==> src/rtl/tlwb_pkg.sv <==
// ----------------------------------------------------------------------------
// tlwb_pkg
// Shared widths, register indexes and types of the two-level cache unit.
// ----------------------------------------------------------------------------
`default_nettype none

package tlwb_pkg;

  localparam int ADDR_W     = 20;
  localparam int DATA_W     = 32;
  localparam int COST_W     = 16;
  localparam int TIME_W     = 32;
  localparam int WORD_BYTES = 4;
  localparam int CFG_IDX_W  = 3;

  localparam logic [CFG_IDX_W-1:0] CFG_L1_READ  = 3'd0;
  localparam logic [CFG_IDX_W-1:0] CFG_L1_WRITE = 3'd1;
  localparam logic [CFG_IDX_W-1:0] CFG_L2_READ  = 3'd2;
  localparam logic [CFG_IDX_W-1:0] CFG_L2_WRITE = 3'd3;
  localparam logic [CFG_IDX_W-1:0] CFG_MEM_READ  = 3'd4;
  localparam logic [CFG_IDX_W-1:0] CFG_MEM_WRITE = 3'd5;

  typedef struct packed {
    logic [COST_W-1:0] l1_read;
    logic [COST_W-1:0] l1_write;
    logic [COST_W-1:0] l2_read;
    logic [COST_W-1:0] l2_write;
    logic [COST_W-1:0] mem_read;
    logic [COST_W-1:0] mem_write;
  } costs_t;

  typedef struct packed {
    logic [DATA_W-1:0] read_data;
    logic [TIME_W-1:0] elapsed_time;
    logic              addr_error;
  } res_t;

endpackage

`default_nettype wire

==> src/rtl/tlwb_cfg.sv <==
// ----------------------------------------------------------------------------
// tlwb_cfg
// Access cost registers, written through the configuration port.
// ----------------------------------------------------------------------------
`default_nettype none

module tlwb_cfg (
  input  wire                              clk,
  input  wire                              rst_n,
  input  wire                              cfg_we,
  input  wire [tlwb_pkg::CFG_IDX_W-1:0]    cfg_index,
  input  wire [tlwb_pkg::COST_W-1:0]       cfg_wdata,
  output tlwb_pkg::costs_t                 costs
);
  import tlwb_pkg::*;

  costs_t costs_r;

  always_ff @(posedge clk) begin
    if (!rst_n) begin
      costs_r.l1_read   <= 16'd1;
      costs_r.l1_write  <= 16'd1;
      costs_r.l2_read   <= 16'd10;
      costs_r.l2_write  <= 16'd10;
      costs_r.mem_read  <= 16'd100;
      costs_r.mem_write <= 16'd100;
    end else if (cfg_we) begin
      unique case (cfg_index)
        CFG_L1_READ:   costs_r.l1_read   <= cfg_wdata;
        CFG_L1_WRITE:  costs_r.l1_write  <= cfg_wdata;
        CFG_L2_READ:   costs_r.l2_read   <= cfg_wdata;
        CFG_L2_WRITE:  costs_r.l2_write  <= cfg_wdata;
        CFG_MEM_READ:  costs_r.mem_read  <= cfg_wdata;
        CFG_MEM_WRITE: costs_r.mem_write <= cfg_wdata;
        default: ;
      endcase
    end
  end

  assign costs = costs_r;

endmodule

`default_nettype wire

==> config.mk <==
export PLATFORM = sky130hd
export DESIGN_NAME = tlwb_cfg
export DESIGN_NICKNAME = d
export VERILOG_FILES = /design/src/rtl/tlwb_pkg.sv /design/src/rtl/tlwb_cfg.sv
export SDC_FILE = /design/constraint.sdc
export NUM_CORES = 1
export LEC_CHECK = 0
export ABC_CLOCK_PERIOD_IN_PS = 1590
export BUFFER_PORTS_ARGS = -buffer_cell sky130_fd_sc_hd__buf_2
export CAP_MARGIN = 40
export CORE_MARGIN = 3
export CORE_UTILIZATION = 25
export CTS_CLUSTER_SIZE = 40
export DETAILED_ROUTE_END_ITERATION = 8
export GPL_TIMING_DRIVEN = 0
export PLACE_DENSITY = 0.42
export SLEW_MARGIN = 20
export SYNTH_ARGS = -nofsm -noshare
export SYNTH_HDL_FRONTEND = slang
export SYNTH_SLANG_ARGS = --single-unit
==> constraint.sdc <==
create_clock -name clk -period 1.59 [get_ports clk]
set_clock_uncertainty 0.05 [all_clocks]
set_input_delay 0.159 -clock clk [delete_from_list [all_inputs] [get_ports clk]]
set_output_delay 0.159 -clock clk [all_outputs]
set_load 0.05 [all_outputs]
==> results.json <==
{
  "status": "completed",
  "cp-end-kind": "register",
  "ys.flop_type": "dfxtp_1",
  "cts_resized": 0,
  "wirelength_mm": 10.7,
  "place_inst": 640,
  "critPathLaunchType": "input pin",
  "syn_area_per_cell_um2": 10.5,
  "clockBufferDepth": 2,
  "synth_area_leaders": "dfxtp_1, mux2i_1, nand2_1, nor2b_1, buf_2",
  "grt_pass1_vias": 2859,
  "htree_levels": 3,
  "cts_made_buffers": 9,
  "setup_viol": 0,
  "clk_latency_ns": 0.34,
  "yosys.area_share.simple_pct": 16.4,
  "fin_crit_ns": 1.22,
  "syn_inst": 347,
  "dp_hpwl_mm": 8.11,
  "wire_per_inst_um": 16.4,
  "area_growth_pct": 30.1,
  "antenna_cells": 0,
  "synth-compound-area-share_pct": 0,
  "cpMostUsedCell": "clkbuf_1",
  "syn_area_mm2": 0.00363,
  "synth_cell_type_count": 14,
  "ioPinCount": 118,
  "antenna_found_initial": 0,
  "power_density_mw_per_mm2": 1110,
  "maxSlewHeadroom_pct": 50.5,
  "worst_ep_arrival_time_ns": 1.44,
  "synth.mux.area_fraction_pct": 26.5,
  "critPathKind": "in2reg",
  "synthMostInstantiatedCell": "nand2_1",
  "ant_nets": 0,
  "hold_path_class": "in2reg",
  "fp.dieH_um": 127,
  "largest_reg_flops": 96,
  "finalCritPeriodShare_pct": 76.8,
  "core_area_mm2": 0.0140,
  "worstPathCellList": "clkbuf_1 -> clkbuf_1 -> nand2_1 -> mux2i_1",
  "critical_path.max_stage_delay_ns": 0.39,
  "irDropWorstVdd_v": 0.000509,
  "async_flop_share_pct": 0,
  "globalplace.congestion": 0.752,
  "synth_top_area_share_pct": 52.9,
  "syn_nets": 369,
  "leakagePower_nw": 2.43,
  "yosysWarnings": 0,
  "grt_max_degree": 15,
  "synth-seq-cells": 96,
  "pre_cts_slack_ns": -0.0346,
  "final_hold_viol_count": 0,
  "cts.sinks": 96,
  "num_vias": 2784,
  "grt_first_pass_wirelength_mm": 16.3,
  "timing.final.ws_setup_ns": 0.369,
  "yosys.area.top_type": "dfxtp_1",
  "fillers": 1463,
  "layout-drive-gt1-share_pct": 30.7,
  "worst_pin_slew_ns": 0.740,
  "timing.fmax_ghz": 0.819,
  "num_rows": 43,
  "drcViolationCount": 0,
  "fp.dieW_um": 127,
  "synth_seq_area_share_pct": 52.9,
  "slew_viol_final": 0,
  "cpMaxStageDelayCell": "clkbuf_1",
  "die-area_mm2": 0.0160,
  "drtPass1Iterations": 4,
  "portBuffers": 113,
  "cts_root_buffer": "clkbuf_16",
  "synthTopCellsByCount": "nand2_1, dfxtp_1, mux2i_1, nor2b_1, clkbuf_1",
  "vias_per_cell": 4.24,
  "yosys.area_share.xor_xnor_pct": 0,
  "final_cells": 656,
  "required_ns": 1.81,
  "cts_tree": "done",
  "initial_core_util_pct": 25.9,
  "cts_hold_buf": 0,
  "reg2reg_setup_slack_ns": 0.91,
  "synth_top_family_by_area": "multiplexers",
  "overflow": 0,
  "path_clk_slew_ns": 0.06,
  "first_iter_violations": 123,
  "layout.nets": 493,
  "worstPathMaxFanout": 10,
  "cts_post_setup_buffers_inserted": 0,
  "grt_use_total_pct": 13.4,
  "synth_edf_count": 0,
  "rsz0062_at_grt": "no",
  "cap_violations": 0,
  "synthAdderAreaFrac_pct": 0
}
[final timing paths]
path,depth (start not counted),from,to
max reg2reg,2,costs[2]$_SDFFE_PN1P_,costs[2]$_SDFFE_PN1P_
min,3,cfg_wdata[6],costs[6]$_SDFFE_PN1P_
max,4,rst_n,costs[27]$_SDFFE_PN0P_
min reg2reg,2,costs[59]$_SDFFE_PN0P_,costs[59]$_SDFFE_PN0P_
[layout make-up]
cell class | instances | area [um^2] | share of cell area [%]
Buffer | 28 | 154 | 3.26
Sequential cell | 96 | 1920 | 40.7
Clock buffer | 14 | 264 | 5.59
Tap cell | 180 | 225 | 4.77
Timing Repair Buffer | 113 | 566 | 12.0
Multi-Input combinational cell | 223 | 1560 | 32.9
Clock inverter | 2 | 37.5 | 0.795
[where the power goes]
group	leakage (nW)	switching [mW]	total, mW	internal, mW
clock network	0.143	0.906	2.21	1.31
registers	0.777	0.0279	2.49	2.46
logic	1.51	0.384	0.523	0.139
[through the flow]
stage / utilization, % / hold slack (ns) / instance area [um^2] / TNS [ns] / power (mW)
final: 33.6 / 0.0541 / 4720 / 0 / 5.22
after global routing: 33.6 / 0.0711 / 4720 / 0 / 5.43
after floorplan: - / 0.279 / 3630 / 0 / 2.91
after CTS: 33.6 / 0.0560 / 4720 / 0 / 5.30
after global placement: 31.5 / 0.391 / 4420 / 0 / 3.07
after detailed placement: 31.5 / 0.393 / 4420 / -0.273 / 3.07
[worst max-delay path, delay by kind of cell]
| family | cells | cell delay, ns |
|---|---|---|
| simple gates | 1 | 0.31 |
| mux | 1 | 0.21 |
| buf+inv | 2 | 0.75 |
[routing by layer]
| metal | up-vias | GRT usage (%) | routed length (um) |
|---|---|---|---|
| met3 | 9 | 4.29 | 605 |
| met5 | - | 0 | 0 |
| met4 | 0 | 4.16 | 142 |
| met1 | 1315 | 17.0 | 4930 |
| met2 | 64 | 21.9 | 5050 |
| li1 | 1396 | - | - |
[layout by cell type, fill, tap and decap left out, types with 2 or more instances in the layout]
cell and count:
buf_6 2, nand2_1 100, nand4b_1 2, dfxtp_1 96, nor2b_1 18, clkbuf_1 16, clkbuf_8 2, nand4bb_1 2
buf_2 124, mux2i_1 96, clkbuf_16 9, and4bb_2 3
[kinds of logic (layout without fill, tap and decap cells)]
| kind of cell | after synthesis | in the layout |
|---|---|---|
| flip-flops | 96 | 96 |
| AND/OR/NAND/NOR | 127 | 127 |
| buffers and inverters | 28 | 157 |
| multiplexers | 96 | 96 |
Note: power is estimated with default switching activity, not from simulation.
